`config.mk`:
```
export PLATFORM = sky130hd
export DESIGN_NAME = tieu_front
export DESIGN_NICKNAME = d
export VERILOG_FILES = /design/src/rtl/tieu_pkg.sv /design/src/rtl/tieu_front.sv
export SDC_FILE = /design/constraint.sdc
export NUM_CORES = 1
export LEC_CHECK = 0
export ABC_AREA = 1
export BUFFER_PORTS_ARGS = -buffer_cell sky130_fd_sc_hd__buf_2
export CORE_UTILIZATION = 23
export DETAILED_ROUTE_END_ITERATION = 6
export PLACE_DENSITY = 0.81
export SLEW_MARGIN = 5
export SYNTH_ARGS = -nofsm -noshare
export SYNTH_HDL_FRONTEND = slang
export SYNTH_SLANG_ARGS = --single-unit
```
`constraint.sdc`:
```
create_clock -name vclk -period 0.8
set_input_delay 0.16 -clock vclk [all_inputs]
set_output_delay 0.16 -clock vclk [all_outputs]
set_load 0.01 [all_outputs]
```
`src/rtl/tieu_pkg.sv`:
```
// ----------------------------------------------------------------------------
// tieu_pkg
// Operation codes, compare codes and the item types shared by the execute unit.
// ----------------------------------------------------------------------------
package tieu_pkg;

  localparam int REG_NUM_W = 4;
  localparam int IMM_W     = 32;
  localparam int ADDR_IN_W = 8;
  localparam int RESULT_W  = 32;

  localparam logic [3:0] OP_LDR  = 4'd0;
  localparam logic [3:0] OP_STR  = 4'd1;
  localparam logic [3:0] OP_ADD  = 4'd2;
  localparam logic [3:0] OP_SUB  = 4'd3;
  localparam logic [3:0] OP_MOV  = 4'd4;
  localparam logic [3:0] OP_CMP  = 4'd5;
  localparam logic [3:0] OP_AND  = 4'd6;
  localparam logic [3:0] OP_ORR  = 4'd7;
  localparam logic [3:0] OP_EOR  = 4'd8;
  localparam logic [3:0] OP_MVN  = 4'd9;
  localparam logic [3:0] OP_LSL  = 4'd10;
  localparam logic [3:0] OP_LSR  = 4'd11;
  localparam logic [3:0] OP_HALT = 4'd12;

  localparam logic [1:0] CMP_EQ = 2'd0;
  localparam logic [1:0] CMP_GT = 2'd1;
  localparam logic [1:0] CMP_LT = 2'd2;

  // Classified instruction handed from the front to the back.
  typedef struct packed {
    logic [3:0]           op;
    logic                 bad;      // a used register number is out of range
    logic [REG_NUM_W-1:0] rd;       // write target
    logic [REG_NUM_W-1:0] ra;       // port A read: rd for STR and CMP, else rs
    logic [REG_NUM_W-1:0] rb;       // port B read: second operand register
    logic                 use_imm;
    logic [IMM_W-1:0]     imm;
    logic [ADDR_IN_W-1:0] addr;
  } dec_item_t;

  typedef struct packed {
    logic [RESULT_W-1:0] value;
    logic [1:0]          cmp;
    logic                halted;
    logic                bad;
  } result_t;

endpackage

```
`src/rtl/tieu_front.sv`:
```
// ----------------------------------------------------------------------------
// tieu_front
// Accepts instructions, checks register numbers and picks the read ports.
// ----------------------------------------------------------------------------
module tieu_front #(
  parameter int NUM_REGS = 13
) (
  input  logic                                push,
  output logic                                full,
  input  logic                                busy,
  input  logic                                dq_full,
  input  logic [3:0]                          operation,
  input  logic [tieu_pkg::REG_NUM_W-1:0]      dest_reg,
  input  logic [tieu_pkg::REG_NUM_W-1:0]      src_reg,
  input  logic                                op2_is_imm,
  input  logic [tieu_pkg::REG_NUM_W-1:0]      op2_reg,
  input  logic [tieu_pkg::IMM_W-1:0]          op2_imm,
  input  logic [tieu_pkg::ADDR_IN_W-1:0]      mem_addr,
  output logic                                dq_push,
  output tieu_pkg::dec_item_t                 dq_item
);

  localparam int NW = tieu_pkg::REG_NUM_W + 1;

  logic uses_rd;
  logic uses_rs;
  logic uses_op2;
  logic rd_ok;
  logic rs_ok;
  logic r2_ok;
  logic port_a_rd;

  assign rd_ok = {1'b0, dest_reg} < NW'(NUM_REGS);
  assign rs_ok = {1'b0, src_reg}  < NW'(NUM_REGS);
  assign r2_ok = {1'b0, op2_reg}  < NW'(NUM_REGS);

  always_comb begin
    uses_rd   = 1'b1;
    uses_rs   = 1'b0;
    uses_op2  = 1'b0;
    port_a_rd = 1'b0;
    unique case (operation) inside
      tieu_pkg::OP_LDR: begin
      end
      tieu_pkg::OP_STR: begin
        port_a_rd = 1'b1;
      end
      tieu_pkg::OP_ADD, tieu_pkg::OP_SUB, tieu_pkg::OP_AND, tieu_pkg::OP_ORR,
      tieu_pkg::OP_EOR, tieu_pkg::OP_LSL, tieu_pkg::OP_LSR: begin
        uses_rs  = 1'b1;
        uses_op2 = 1'b1;
      end
      tieu_pkg::OP_MOV, tieu_pkg::OP_MVN: begin
        uses_op2 = 1'b1;
      end
      tieu_pkg::OP_CMP: begin
        uses_op2  = 1'b1;
        port_a_rd = 1'b1;
      end
      tieu_pkg::OP_HALT: begin
        uses_rd = 1'b0;
      end
      default: begin
        // unused codes execute as no-ops in the back
        uses_rd = 1'b0;
      end
    endcase
  end

  assign full    = busy || dq_full;
  assign dq_push = push && !full;

  always_comb begin
    dq_item.op      = operation;
    dq_item.bad     = (uses_rd && !rd_ok) || (uses_rs && !rs_ok) ||
                      (uses_op2 && !op2_is_imm && !r2_ok);
    dq_item.rd      = dest_reg;
    dq_item.ra      = port_a_rd ? dest_reg : src_reg;
    dq_item.rb      = op2_reg;
    dq_item.use_imm = op2_is_imm;
    dq_item.imm     = op2_imm;
    dq_item.addr    = mem_addr;
  end

endmodule

```
Yosys cells after proc, flatten, opt, wreduce, memory -nomap -nowiden
Cells that the tools add are included.

Register bits after elaboration: 0. Bits of input ports: 60. Output and inout bits: 60.

Eq/ne operators: 11. Magnitude comparators: 3. Reductions and logical operators: 18. Mux-type cells: 5.

Operators with widths (count): $eq 4x3->1 const B (4); $eq 4x4->1 const B (4); $lt 4x4->1 const B (3); $reduce_or 12->1 (1); $reduce_or 10->1 (1); $eq 4x2->1 const B (2); $reduce_or 7->1 (1); $logic_and 1x1->1 (5); $logic_not 1->1 (5); $eq 4x1->1 const B (1); $logic_not 4->1 (1); $mux 1 (4); $mux 4 (1); $logic_or 1x1->1 (3); $reduce_or 2->1 (1).

Depth between registers and ports, before layout
Depth in word-level cells: 6. Mapped depth: 7. Mapped depth without buffers: 7.

Worst setup path after synthesis
No wires, ideal clock.

Path type: input port to output port. From: in dq_full. To: out dq_push. Buffers on the path: 0. Path slack: -0.020 ns. Arrival: 0.660 ns. Cell stages on the path: 2. Path through: or2_2 nor2_1.

Cells in the longest elaborated chain, start to end: 3.

Ends and longest elaborated chain: start, declared (line tieu_front.sv:11) `input logic dq_full,`; $logic_or 1x1->1 (line tieu_front.sv:70) `assign full = busy || dq_full;`; $logic_not 1->1 (line tieu_front.sv:71) `assign dq_push = push && !full;`; $logic_and 1x1->1 (line tieu_front.sv:71); end, declared (line tieu_front.sv:19) `output logic dq_push,`.

Every way passes these cells.

==> results by group <==
Route
  • ANT nets after route: 0
  • Wire per inst: 10.3 um
  • Total number of vias: 442
  • DRC viols: 0
  • Via density: 3.71
  • Drt total wl: 1.22 mm
  • Initial DRC Count: 4
  • 1st-pass router iterations: 2

Worst setup path
  • WS Path Type: in2out
  • WP data required: 640 ps
  • Critical Path Fanout Max: 2
  • Critical Path Start: src_reg[1]
  • Worst setup EP type: primary output
  • Arr. time, crit path: 780 ps
  • Setup crit start kind: input port

Timing
  • RSZ-0062 raised after global routing: yes
  • Final Hold Fails: 0
  • Maximum clock frequency: 1060 MHz
  • Worst-margin pin slew: 133 ps
  • Final setup margin: -143 ps
  • Setup violations, final: 6
  • Final max-slew violation count: 0
  • Fin crit share: 118%
  • Relative slew slack: 91.1%
  • Hold slack: 320 ps
  • Final Critical Period: 943 ps
  • Total Neg Setup Slack: -565 ps

Global routing
  • Total Routing Usage GR: 8.27%
  • Total congestion overflow: 0
  • Vias in the first global route: 445
  • Initial antenna violation count: 0
  • First-pass GRT wire length: 1.79 mm
  • Pin count of the biggest net entering global routing: 6

Power
  • Worst VDD drop: 0.000144 V
  • Tot Pwr: 302 uW
  • PwrDens: 520 nW/um^2
  • Pleak: 0.356 nW

Hold path
  • Hold endpoint: dq_item[0]
  • Hold Path Stages: 0
  • Worst hold path class: in2out
  • Hold Path Origin: mem_addr[0]

Placed design
  • GPL Wtd Cong: 0.633
  • HPWL Detailed: 987 um
  • PortBufs: 40
  • Post-Place Cells: 118

Final layout
  • Most frequent cells in the layout: 30 x buf_2, 14 x nand2_1, 10 x buf_4
  • Register area: 0 sq um
  • # clk buffers: 0
  • Share of layout cells above drive strength 1: 69.2%
  • N_diodes: 0
  • Synthesis-to-finish area growth: 2.65%
  • FFs & Latches: 0
  • Filler instances: 286
  • Commonest non-fill, non-tap cell in the layout: buf_2
  • Multi-input gate area: 170 sq um
  • Fin cells: 119
  • Final net count: 153

Floorplan
  • Die width: 51.6 um
  • I/O Pins: 120
  • Initial Util: 25.1%
  • Die ar.: 2660 sq um
  • Core ar.: 2250 sq um
  • DIE HEIGHT: 51.6 um
  • Floorplan row count: 17

Logic synthesis
  • Cells after synthesis: 94
  • Sequential-to-total area share from yosys stat: 0%
  • Synthesized area per cell: 6.02 sq um
  • Synth Cell Area: 566 sq um
  • Synth unique cells: 10
  • Synth warnings: 0
  • Synthesized Nets: 154

Status
  • Failing checks: negative setup slack
  • Status: complete, but fails checks

Job
  • Max_cap viols: 0

Clocking
  • Post-CTS Hold Buffers: 0
[per-stage QoR]
step	setup WS (ps)	util, %	cell area (sq um)
global placement	-196	21.0	473
CTS	-156	24.8	558
floorplan	19.3	-	568
finish	-143	25.7	581
global route	-235	25.7	581
detailed placement	-212	21.0	473
[Yosys cell counts]
library cell | count | area (sq um)
nand3_1 | 5 | 25.0
nor3_1 | 1 | 5.00
nor2_1 | 7 | 26.3
nor2_2 | 1 | 6.26
o21ai_0 | 1 | 5.00
buf_4 | 53 | 398
inv_1 | 7 | 26.3
nand2_1 | 17 | 63.8
or2_2 | 1 | 6.26
inv_2 | 1 | 3.75
[power breakdown]
| part | total, mW | internal, mW | leakage (nW) | switching [mW] |
|---|---|---|---|---|
| Combinational | 0.302 | 0.169 | 0.356 | 0.133 |
| Sequential | 0 | 0 | 0 | 0 |
| Clock | 0 | 0 | 0 | 0 |
| Total | 0.302 | 0.169 | 0.356 | 0.133 |
[final cells by class]
class                      instances  share of cell area [%]
inverter                           8                    5.17
timing repair buffer              50                    59.5
multi-input combinational         33                    29.3
tap                               28                    6.03
[how the worst max path moves through the flow]
stage / to / cells past startpoint
finish: dq_item[53] / 8
global route: dq_item[53] / 8
CTS: dq_item[53] / 8
detailed placement: dq_item[45] / 6
global placement: dq_item[45] / 6
floorplan: dq_push / 2
[worst max-delay path: stages]
cell	delay, ps
buf_6	100
nor2_4	90
nor2_1	50
nand2_1	60
nand2_1	50
nor2_1	100
nor2_1	40
buf_2	130
[cells by family after synthesis]
group	synth area share, %
AOI/OAI and AO/OA	0.884
and+or+nand+nor	23.5
buffers and inverters	75.7
[layer usage]
layer	wire (um)	global-route usage [%]	up-vias
li1	-	-	224
met1	337	8.68	183
met2	706	14.9	27
met3	146	2.63	8
met4	29	3.60	0
met5	0	0	-
[timing repair]
action,CTS,global route
endpoints found under the setup margin,7,6
pin swaps,10,10
resized for setup,18,9
buffers inserted,1,0
(Power assumes the default switching activity.)
