## config.mk

```make
export PLATFORM = sky130hd
export DESIGN_NAME = tieu_queue
export DESIGN_NICKNAME = d
export VERILOG_FILES = /design/src/rtl/tieu_queue.sv
export SDC_FILE = /design/constraint.sdc
export NUM_CORES = 1
export LEC_CHECK = 0
export CAP_MARGIN = 40
export CORE_MARGIN = 3
export CORE_UTILIZATION = 45
export DETAILED_ROUTE_END_ITERATION = 8
export DONT_BUFFER_PORTS = 1
export PLACE_DENSITY = 0.66
export REMOVE_ABC_BUFFERS = 1
export SLEW_MARGIN = 5
export SYNTH_ARGS = -nofsm -noshare
export SYNTH_HDL_FRONTEND = slang
export SYNTH_SLANG_ARGS = --single-unit
```

## constraint.sdc

```tcl
create_clock -name clk -period 1.82 [get_ports clk]
set_clock_uncertainty 0.15 [all_clocks]
set_input_delay 0 -clock clk [delete_from_list [all_inputs] [get_ports clk]]
set_output_delay 0 -clock clk [all_outputs]
set_load 0.02 [all_outputs]
```

## src/rtl/tieu_queue.sv

```systemverilog
// ----------------------------------------------------------------------------
// tieu_queue
// Small synchronous FIFO used between the front and back and on the results.
// ----------------------------------------------------------------------------
module tieu_queue #(
  parameter int WIDTH = 8,
  parameter int DEPTH = 2
) (
  input  logic             clk,
  input  logic             rst,
  input  logic             wr_en,
  input  logic [WIDTH-1:0] wr_data,
  input  logic             rd_en,
  output logic [WIDTH-1:0] rd_data,
  output logic             full,
  output logic             empty
);

  localparam int PW = (DEPTH > 1) ? $clog2(DEPTH) : 1;
  localparam int CW = $clog2(DEPTH + 1);

  logic [WIDTH-1:0] store [DEPTH];
  logic [PW-1:0]    wr_ptr;
  logic [PW-1:0]    rd_ptr;
  logic [CW-1:0]    count;
  logic             do_wr;
  logic             do_rd;

  assign full    = (count == CW'(DEPTH));
  assign empty   = (count == '0);
  assign do_wr   = wr_en && !full;
  assign do_rd   = rd_en && !empty;
  assign rd_data = store[rd_ptr];

  always_ff @(posedge clk) begin
    if (do_wr) begin
      store[wr_ptr] <= wr_data;
    end
  end

  always_ff @(posedge clk) begin
    if (rst) begin
      wr_ptr <= '0;
      rd_ptr <= '0;
      count  <= '0;
    end else begin
      if (do_wr) begin
        wr_ptr <= (wr_ptr == PW'(DEPTH - 1)) ? '0 : wr_ptr + 1'b1;
      end
      if (do_rd) begin
        rd_ptr <= (rd_ptr == PW'(DEPTH - 1)) ? '0 : rd_ptr + 1'b1;
      end
      if (do_wr && !do_rd) begin
        count <= count + 1'b1;
      end else if (do_rd && !do_wr) begin
        count <= count - 1'b1;
      end
    end
  end

endmodule

```

Word-level counts from Yosys, hierarchy flattened
Memory sizes are Yosys's and may differ from the RTL's. A register that Yosys moved wholly into a read port is not among the register bits. Index checks and enable logic that the tools add are counted.

Bits of input ports: 12. Word-level logic and storage cells: 27. Output and inout port bits: 10. Register bits: 4. RAM bits: 16. Memories kept: 1.

Memory list: store (words 2, bits a word 8, rd ports 1, clocked after memory_dff 1, wr ports 1, line 22) `logic [WIDTH-1:0] store [DEPTH];`.

Equality and inequality tests: 1. Reductions and logical operators: 10. Multiplexer cells: 8. $add $sub $neg: 4.

Operator list (number): $mux 1 (6); $logic_and 1x1->1 (4); $logic_not 1->1 (4); $mux 2 (2); $add 1x1->1 const B (2); $add 2x1->2 const B (1); $eq 2x2->1 const B (1); $logic_not 2->1 (1); $reduce_bool 2->1 (1); $sub 2x1->2 const B (1).

Longest topological paths before layout
Gate-level depths: netlist (run 1).

Depth in word-level cells: 7. Gate-level depth with buffers: 6. Depth with buffers taken out: 6.

Worst setup path before layout (run 1)
Ideal clock, no wire load.

Path kind: register -> register. From: reg count[1]. To: reg count[1]. Path buffers: 0. Path slack: 83 ps. Data arrival time: 1517 ps. Setup time: 70 ps. Cell stages (with the launch flop): 6. Cells stage by stage: dfxtp_1 > nor2b_2 > nor2_1 > ha_1 > or3_1 > a21oi_1.

Longest elaborated chain between the ends: 6. Elaborated cells between the ends (all ways): 15. Classes of those cells: add/sub: 2; eq/ne: 1; mux: 2; reduce/logical: 10.

Ends and longest elaborated chain: start: declaration (line 25) `logic [CW-1:0] count;`; start signal: assignment (line 54) `count <= count + 1'b1;`; start signal: assignment (line 56) `count <= count - 1'b1;`; $eq 2x2->1 * (line 29) `assign full = (count == CW'(DEPTH));`; via full (line 15) `output logic full,`; $logic_not 1->1 * (line 31) `assign do_wr = wr_en && !full;`; $logic_and 1x1->1 * (line 31); $logic_not 1->1 (line 55) `end else if (do_rd && !do_wr) begin`; $logic_and 1x1->1 (line 55); $reduce_bool 2->1 (no line).

Mark *: on every way through the listed nets, which the timed path passes. The rest lies on a longest branch. The select of a mux whose other input is x is not followed. A chain may end at the register's enable or synchronous reset.

Worst setup path in the final report (run 1)
From: reg count[0]. To: mem store[0][3] (enable).

Longest elaborated chain between the ends: 5.

Ends and longest elaborated chain: $eq 2x2->1 (line 29); via full (line 15); $logic_not 1->1 (line 31); $logic_and 1x1->1 (line 31); $mux 1 (line 36) `if (do_wr) begin`; $mux 1 (not written as such) (line 37) `store[wr_ptr] <= wr_data;`; end: declaration (line 22).

The timed path passes the listed nets, and every way through them passes these cells.

==> results by group, run 1 <==
Clock tree
  • CTS Buf Count: 3
  • # H-tree levels: 1
  • CTS tree: done
  • Clock slew at reported path FFs: between 0.1 and 0.15 ns
  • Clock latency at the later pin of the worst-skew pair: 0.29 ns
  • Root buffer cell: clkbuf_4
  • CTS sink count: 21
  • Deepest clock path buffer count: 2

Logic synthesis
  • Synth Instances: 50
  • Sequential area share after synthesis: between 70% and 80%
  • Post-synth cell types: 13
  • Post-synthesis register bit count: 21
  • Syn Std Cell Area: a little under 800 µm²
  • Avg Cell Area, Syn: between 15 and 20 µm²
  • Synth warnings: 0

Cells and area
  • Area grow syn2layout: 21.6%
  • Nets: 80
  • Layout cell share with drive strength beyond 1: about a quarter
  • Antenna fix cells: 0
  • Fill cell count: 129
  • Non-Filler Instances: 82

Floorplanning
  • Core Region: between 1500 and 2000 µm²
  • # IOs: 22
  • Starting Density: 50.3%
  • Die height: between 40 and 50 µm
  • Die area: 2300 µm²
  • FP Rows: 14
  • Die X: roughly 48 µm

Worst setup path
  • Slowest stage cell, crit path: dfxtp_1
  • Reg2Reg Depth: 4
  • Startpoint Class: flip-flop
  • Required time of the critical path: about 1.7 ns
  • Cells along the critical path: nor2b_2 > buf_4 > or3_1 > clkinvlp_4
  • CP top delay family: flip-flops
  • Peak per-stage delay on the critical path: 0.45 ns
  • Arr. time, crit path: between 1.5 and 2 ns
  • R2R Path Start: count[0]
  • Worst reg2reg endpoint: store[0][3]
  • Critical path endpoint category: flip-flop
  • Internal reg-to-reg setup slack: between 0.1 and 0.15 ns
  • CP Buf/Inv Count: 2
  • Crit path max fanout: 8
  • Critical Setup Path Class: reg -> reg

GRT
  • Total grt overflow: 0
  • Number of antenna violations at the first check in global routing: 0
  • First-pass GRT wire length: roughly 1.8 mm
  • Vias in the first global route: between 400 and 500
  • Pin count of the biggest net entering global routing: 13
  • Gr usage total: around an eighth

Placed design
  • # port buffers: 0
  • Placed cell count: 67
  • Gpl congestion: 0.803

Detailed routing
  • Via Count: about 430
  • WL final: about 1.2 mm
  • Post-route ant nets: 0
  • Iteration-0 DRC count of the detailed router: 2
  • Drt pass-1 iters: 4
  • WL/cell: 15.0 µm
  • DR DRC count: 0
  • Via density: 5.29

Timing
  • Minimum clock period: around 1.7 ns
  • Hold Fails Final Rpt: 0
  • TNS Setup: 0 ns
  • RSZ-0062 raised after global routing: no
  • Least-Margin Pin Slew: about 0.40 ns
  • Final Cycle Share: between 90% and 100%
  • Slew Viols, Final: 0
  • Setup violations, final: 0
  • Peak Freq: between 0.5 and 0.6 GHz
  • Slew headroom: between 70% and 80%

Run status
  • Status: complete, no violations

Pwr
  • VDD IR-drop max: between 0.8 and 0.9 mV
  • P_leak: between 0.3 and 0.4 nW
  • Power density over the cells: approximately 1400 nW/µm²

Worst hold path
  • Hold Path Origin: wr_data[4]
  • WHS Endpoint: store[0][4]
  • HP Class: in -> reg
  • Hold path depth: 1

Run
  • Maxcap violations: 0
[placed cells by master, fill, tap and decap left out, types with 2 or more instances in the layout]
cell           netlist  routed
clkbuf_4             0       3
edfxtp_1            16      16
dfxtp_1              5       5
or3_1                2       2
xor2_1               3       3
o21ai_0              3       2
a21oi_1              2       2
dlygate4sd3_1        0      11
buf_4                0       2
nor2_1               5       5
mux2_2               8       8
[kinds of logic after synthesis]
| kind of cell | share of synthesized area, % |
|---|---|
| multiplexers | 11.4 |
| AO/OA/AOI/OAI | 3.15 |
| AND/OR/NAND/NOR | 5.84 |
| adder cells (fa/ha/maj) | 1.58 |
| buffers and inverters | 1.58 |
| XOR/XNOR | 3.31 |
| flip-flops | 73.2 |
[worst register-to-register path, delay by kind of cell (launching register included)]
family	cells	cell delay, ns
DFF	1	0.45
and+or+nand+nor	2	0.44
buffers and inverters	2	0.36
[flip-flops by register name (all words and copies together) (netlist names), named ones only]
| name | cells |
|---|---|
| count | 2 |
| rd_ptr | 1 |
| store | 16 |
| wr_ptr | 1 |
[synthesized netlist by cell type, drive strengths merged]
master / instances / area share [%]
xor2: 3 / 3.3
nor2: 5 / 2.4
o21ai: 3 / 1.9
dfxtp: 5 / 13
edfxtp: 16 / 61
mux2: 8 / 11
inv: 2 / 0.95
and2: 1 / 0.79
a21oi: 2 / 1.3
or3: 2 / 1.6
buf: 1 / 0.63
ha: 1 / 1.6
nor2b: 1 / 1.1
[per-layer routing]
metal / GRT usage [%] / wire length [µm]
met4: 4.84 / 0
met1: 13.5 / 528
met2: 21.4 / 622
met3: 2.63 / 79
met5: 0 / 0
[report_power, final]
part,internal (W),switching [W]
Clock,0.0000817,0.000128
Combinational,0.000174,0.000250
Sequential,0.000612,0.0000641
Total,0.000867,0.000442
[repair_timing]
item,in CTS,in global routing
endpoints found under the setup margin,0,9
buffers inserted,0,0
hold buffers,11,0
resized for setup,0,2
hold endpoints to repair,21,0
[stage by stage]
| step | cell area (µm²) | hold WS, ns | util (%) | setup WS (ns) | power [W] |
|---|---|---|---|---|---|
| after floorplan | 788 | -0.0809 | - | 0.0834 | 0.000993 |
| after global placement | 823 | -0.0791 | 52.2 | 0.150 | 0.00106 |
| after detailed placement | 823 | -0.0782 | 52.2 | 0.0780 | 0.00109 |
| after CTS | 961 | 0.190 | 61.0 | 0.0694 | 0.00131 |
| after global routing | 965 | 0.194 | 61.2 | 0.0438 | 0.00139 |
| final | 965 | 0.207 | 61.2 | 0.130 | 0.00131 |
[how the worst max path moves through the flow]
| stage | start | end | cells past startpoint |
|---|---|---|---|
| final | count[0] | store[0][3] | 4 |
| after floorplan | count[1] | count[1] | 5 |
| after CTS | count[0] | store[0][2] | 4 |
| after detailed placement | count[0] | store[0][6] | 4 |
| after global placement | count[1] | store[0][1] | 4 |
| after global routing | count[0] | store[0][3] | 4 |
[area by class of cell]
class / instances / area (µm²) / share of cell area, %
Multi-Input combinational cell: 26 / 200 / 20.8
Clock buffer: 3 / 22.5 / 2.33
Clock inverter: 1 / 5.00 / 0.519
Tap cell: 16 / 20.0 / 2.08
Timing Repair Buffer: 13 / 125 / 13.0
Inverter: 2 / 11.3 / 1.17
Sequential cell: 21 / 581 / 60.2
(Power assumes the default switching activity.)
==> run 2, diff against run 1 <==
CORE_ASPECT_RATIO = 0.8   (was unset)
==> results by group, run 2 (same netlist as run 1, synthesis figures left out) <==
Pwr
  • VDD IR-drop max: 0.863 mV (was 0.866 mV)
  • Power density over the cells: 1350 nW/µm² (was 1360 nW/µm²)
  • P_leak: 0.354 nW (was 0.347 nW)

Worst hold path
  • Hold path depth: 1 (unchanged)
  • Hold Path Origin: wr_data[7] (was wr_data[4])
  • WHS Endpoint: store[1][7] (was store[0][4])
  • HP Class: in -> reg (unchanged)

Worst setup path
  • R2R Path Start: count[1] (was count[0])
  • Arr. time, crit path: 1.79 ns (was 1.54 ns)
  • Crit path max fanout: 5 (was 8)
  • Slowest stage cell, crit path: or3_1 (was dfxtp_1)
  • Cells along the critical path: nor2b_2 > nor2_1 > ha_1 > or3_1 > a21oi_1 (was nor2b_2 > buf_4 > or3_1 > clkinvlp_4)
  • Critical Setup Path Class: reg -> reg (unchanged)
  • Reg2Reg Depth: 5 (was 4)
  • Worst Setup SP: count[1] (was count[0])
  • Critical path endpoint category: flip-flop (unchanged)
  • Startpoint Class: flip-flop (unchanged)
  • Internal reg-to-reg setup slack: 0.11 ns (was 0.13 ns)
  • Worst reg2reg endpoint: count[1] (was store[0][3])
  • Peak per-stage delay on the critical path: 0.39 ns (was 0.45 ns)
  • Required time of the critical path: 1.89 ns (was 1.67 ns)

Cells and area
  • Top Registers: store x16, count x2 (unchanged)
  • Largest register by flop count: store (unchanged)
  • FF+latch area: 583 µm² (was 581 µm²)
  • Commonest non-fill, non-tap cells in the layout: edfxtp_1 (16), dlygate4sd3_1 (12), mux2_2 (8) (was edfxtp_1 (16), dlygate4sd3_1 (11), mux2_2 (8))
  • Nets: 80 (unchanged)
  • Fill cell count: 123 (was 129)
  • Post-Layout Inst Area: 972 µm² (was 965 µm²)
  • Largest register FFs: 16 (unchanged)
  • Layout cell share with drive strength beyond 1: 25.8% (was 24.2%)
  • Most common cell after layout, fill and taps aside: edfxtp_1 (unchanged)
  • Multi-input gate area: 200 µm² (unchanged)
  • Core Util, Final: 64.1% (was 61.2%)
  • Antenna fix cells: 0 (unchanged)
  • Area grow syn2layout: 22.6% (was 21.6%)

Timing
  • Slew headroom: 74.8% (was 73.5%)
  • Hold Fails Final Rpt: 0 (unchanged)
  • Slew Viols, Final: 0 (unchanged)
  • Least-Margin Pin Slew: 0.376 ns (was 0.396 ns)
  • Minimum clock period: 1.71 ns (was 1.69 ns)
  • Final Cycle Share: 94.2% (was 92.9%)
  • RSZ-0062 raised after global routing: no (unchanged)
  • TNS Setup: 0 ns (unchanged)
  • Setup violations, final: 0 (unchanged)
  • Peak Freq: 0.583 GHz (was 0.592 GHz)

Run
  • Maxcap violations: 0 (unchanged)

Detailed routing
  • Via density: 4.93 (was 5.29)
  • WL final: 1.33 mm (was 1.23 mm)
  • Via Count: 429 (was 434)
  • Drt pass-1 iters: 4 (unchanged)
  • Post-route ant nets: 0 (unchanged)
  • Iteration-0 DRC count of the detailed router: 4 (was 2)
  • DR DRC count: 0 (unchanged)
  • WL/cell: 15.2 µm (was 15.0 µm)

Clock tree
  • CTS tree: done (unchanged)
  • CTS sink count: 21 (unchanged)
  • Clock latency at the later pin of the worst-skew pair: 0.29 ns (about the same)
  • CTS Buf Count: 3 (unchanged)
  • Clock slew at reported path FFs: 0.11 ns (about the same)
  • # H-tree levels: 1 (unchanged)
  • Root buffer cell: clkbuf_4 (unchanged)
  • Deepest clock path buffer count: 2 (unchanged)
  • Post-CTS Setup Bufs: 0 (unchanged)

GRT
  • Global Route met3 Usage: 3.78% (was 2.63%)
  • M2 GR Usage: 24.5% (was 21.4%)
  • Pin count of the biggest net entering global routing: 13 (unchanged)
  • Gr usage total: 12.1% (was 11.9%)
  • Grt met1 use: 11.4% (was 13.5%)
  • Total grt overflow: 0 (unchanged)
  • Number of antenna violations at the first check in global routing: 0 (unchanged)
  • Busiest metal layer after global routing: met2 (unchanged)
  • Vias in the first global route: 432 (was 444)
  • First-pass GRT wire length: 1.98 mm (was 1.84 mm)

Run status
  • Status: complete, no violations (unchanged)

Floorplanning
  • # IOs: 22 (unchanged)
  • Starting Density: 52.3% (was 50.3%)
  • Die area: 2310 µm² (was 2300 µm²)
  • Die X: 52.9 µm (was 48.0 µm)
  • Die height: 43.6 µm (was 48.0 µm)
  • Core Region: 1520 µm² (was 1580 µm²)
  • FP Rows: 12 (was 14)

Placed design
  • Area after DPL: 822 µm² (was 823 µm²)
  • Final HPWL DP: ~930 µm
  • # port buffers: 0 (unchanged)
  • Gpl congestion: 0.645 (was 0.803)
run 2: timing repair:
action / CTS / global route
gates resized for setup: 0 / 4
setup endpoints to repair: 0 / 10
hold buffers: 12 / 0
hold endpoints to repair: 21 / 0
run 2: how the worst max path moves through the flow:
| stage | to | slack [ns] | depth (start not counted) |
|---|---|---|---|
| 6_report | count[1] | 0.11 | 5 |
| 5_1_grt | rd_ptr | 0.03 | 4 |
| 4_1_cts | rd_ptr | 0.04 | 4 |
| 3_5_place_dp | store[0][5] | 0.07 | 4 |
| 3_3_place_gp | store[0][2] | 0.13 | 4 |
| 2_1_floorplan | count[1] | 0.08 | 5 |
run 2: where the power goes:
group          total (W)  switching (W)  internal [W]
Sequential      0.000682      0.0000665      0.000616
Clock           0.000211       0.000129     0.0000815
Combinational   0.000422       0.000251      0.000171
run 2: worst max-delay path, delay by kind of cell, from the launching register on:
kind                       cells  cell delay (ns)
and+or+nand+nor                3             0.71
AOI/OAI and AO/OA              1             0.14
adders and majority gates      1             0.30
DFF                            1             0.36
run 2: final cells by class:
type / instances / share of cell area (%)
repair buffers: 13 / 13.1
flip-flops and latches: 21 / 60.0
well taps: 21 / 2.70
clock inverters: 1 / 0.515
clock buffers: 3 / 2.32
inverters: 2 / 0.772
multi-input cells: 26 / 20.6
run 2: per-stage QoR:
step           instances  setup WS [ns]  hold WS (ns)  total power (W)
2_1_floorplan         49         0.0834       -0.0809         0.000993
3_3_place_gp          71          0.134       -0.0791          0.00104
3_5_place_dp          71         0.0699       -0.0763          0.00108
4_1_cts               87         0.0390         0.211          0.00131
5_1_grt               87         0.0332         0.202          0.00138
6_report              87          0.105         0.210          0.00132
run 2: per-layer routing:
metal	vias to the layer above	wire length, µm
li1	215	-
met1	201	481
met2	13	748
met3	0	95
met4	0	0
met5	-	0
==> run 3, diff against run 2 <==
CORE_UTILIZATION = 30   (was 45)
PLACE_DENSITY = 0.5   (was 0.66)
==> results by group, run 3 (same netlist as run 1, synthesis figures left out) <==
GRT
  • Total grt overflow: 0 (unchanged)
  • Number of antenna violations at the first check in global routing: 0 (unchanged)
  • Pin count of the biggest net entering global routing: 13 (unchanged)
  • Vias in the first global route: 432 (unchanged)
  • First-pass GRT wire length: 1.95 mm (was 1.98 mm)
  • Gr usage total: 7.94% (was 12.1%)

Timing
  • TNS Setup: 0 ns (unchanged)
  • Final Cycle Share: 95.1% (was 94.2%)
  • Slew headroom: 73.5% (was 74.8%)
  • Hold Fails Final Rpt: 0 (unchanged)
  • RSZ-0062 raised after global routing: no (unchanged)
  • Slew Viols, Final: 0 (unchanged)
  • Peak Freq: 0.578 GHz (was 0.583 GHz)
  • Minimum clock period: 1.73 ns (was 1.71 ns)
  • Setup violations, final: 0 (unchanged)
  • Least-Margin Pin Slew: 0.397 ns (was 0.376 ns)

Detailed routing
  • WL/cell: 11.5 µm (was 15.2 µm)
  • Via density: 4.22 (was 4.93)
  • DR DRC count: 0 (unchanged)
  • WL final: 1.16 mm (was 1.33 mm)
  • Post-route ant nets: 0 (unchanged)
  • Via Count: 426 (was 429)
  • Drt pass-1 iters: 3 (was 4)
  • Iteration-0 DRC count of the detailed router: 12 (was 4)

Floorplanning
  • # IOs: 22 (unchanged)
  • Die area: 3300 µm² (was 2310 µm²)
  • Die X: 63.5 µm (was 52.9 µm)
  • FP Rows: 16 (was 12)
  • Die height: 52.0 µm (was 43.6 µm)
  • Starting Density: 32.0% (was 52.3%)
  • Core Region: 2480 µm² (was 1520 µm²)

Pwr
  • NetSw: 0.000426 W (was 0.000447 W)
  • Total power draw: 0.00128 W (was 0.00132 W)
  • P_leak: 0.350 nW (was 0.354 nW)
  • Clock share of power: 16.1% (was 16.0%)
  • VDD IR-drop max: 0.560 mV (was 0.863 mV)
  • Reg power frac: 52.7% (was 51.9%)
  • Power density over the cells: 1310 nW/µm² (was 1350 nW/µm²)
  • Combinational cell fraction of total power: 31.1% (was 32.1%)
  • Switching share of power: 33.2% (was 34.0%)
  • Internal power: 0.000858 W (was 0.000868 W)

Clock tree
  • Deepest clock path buffer count: 2 (unchanged)
  • Clock slew at reported path FFs: 0.10 ns (was 0.11 ns)
  • CTS tree: done (unchanged)
  • # H-tree levels: 1 (unchanged)
  • Clock latency at the later pin of the worst-skew pair: 0.29 ns (about the same)
  • CTS sink count: 21 (unchanged)
  • CTS Buf Count: 3 (unchanged)
  • Root buffer cell: clkbuf_4 (unchanged)

Cells and area
  • Most common cell after layout, fill and taps aside: edfxtp_1 (unchanged)
  • FF+latch area: 582 µm² (was 583 µm²)
  • Fill cell count: 251 (was 123)
  • Largest register FFs: 16 (unchanged)
  • Largest register by flop count: store (unchanged)
  • Top Registers: store x16, count x2 (unchanged)
  • Multi-input gate area: 200 µm² (unchanged)
  • Area grow syn2layout: 23.5% (was 22.6%)
  • Nets: 79 (was 80)
  • Layout cell share with drive strength beyond 1: 23.1% (was 25.8%)
  • Commonest non-fill, non-tap cells in the layout: edfxtp_1 (16), dlygate4sd3_1 (11), mux2_2 (8) (was edfxtp_1 (16), dlygate4sd3_1 (12), mux2_2 (8))
  • Antenna fix cells: 0 (unchanged)

Worst setup path
  • Critical path endpoint category: flip-flop (unchanged)
  • Startpoint Class: flip-flop (unchanged)
  • Arr. time, crit path: 1.82 ns (was 1.79 ns)
  • Critical Setup Path Class: reg -> reg (unchanged)
  • Required time of the critical path: 1.91 ns (was 1.89 ns)
  • Crit path max fanout: 5 (unchanged)

Placed design
  • Gpl congestion: 0.623 (was 0.645)
  • # port buffers: 0 (unchanged)
  • Final HPWL DP: 807 µm (was 932 µm)

Worst hold path
  • HP Class: in -> reg (unchanged)

Run status
  • Status: complete, no violations (unchanged)

Run
  • Maxcap violations: 0 (unchanged)
## run 3: cell types whose count changed in the layout (fill, tap and decap cells not counted), sizes merged
cell,delta
dlygate4sd3,-1
## run 3: cell type report
class	instances	share of cell area [%]
timing repair buffer	12	12.0
inverter	2	0.766
tap	36	4.60
clock inverter	1	0.511
clock buffer	3	2.30
multi-input combinational	26	20.4
sequential	21	59.4
## run 3: repair_timing
item | 4_1_cts | 5_1_grt
buffers inserted | 0 | 0
hold buffers | 11 | 0
hold endpoints to repair | 21 | 0
endpoints found under the setup margin | 0 | 2
resized for setup | 0 | 2
## run 3: critical path: stages (launching register included)
cell and delay [ns]:
dfxtp_1 0.35, nor2b_2 0.17, or3_1 0.33, a21oi_1 0.13, dlygate4sd3_1 0.55
## run 3: power groups by stage
stage | Combinational [W] | Sequential [W] | Clock (W)
after floorplan | 0.000324 | 0.000669 | 0
after global placement | 0.000381 | 0.000687 | 0
after detailed placement | 0.000379 | 0.000689 | 0
after CTS | 0.000407 | 0.000677 | 0.000224
after global routing | 0.000440 | 0.000691 | 0.000243
final | 0.000399 | 0.000677 | 0.000207
## run 3: per-layer routing
layer  track usage [%]  routed length (µm)
met5                 0                   0
met4              2.15                   0
met3              3.89                  51
met2              14.0                 585
met1              8.51                 526
## run 3: metrics by stage
step / utilization [%] / hold slack [ns] / instances / setup WS (ns) / area, µm²
final: 39.5 / 0.0946 / 101 / 0.0886 / 980
after global placement: 33.9 / -0.0788 / 86 / 0.115 / 841
after floorplan: - / -0.0809 / 49 / 0.0834 / 788
after detailed placement: 33.9 / -0.0776 / 86 / 0.100 / 841
after CTS: 39.4 / 0.0841 / 101 / 0.0708 / 978
after global routing: 39.5 / 0.147 / 101 / 0.00655 / 980
## run 3: final timing paths
path | endpoint | cells past startpoint | slack (ns) | start
setup / recovery | wr_ptr | 4 | 0.09 | count[1]
hold / removal | count[0] | 5 | 0.09 | wr_en
setup reg to reg | wr_ptr | 4 | 0.09 | count[1]
hold reg to reg | flip-flop | 2 | 0.36 | rd_ptr
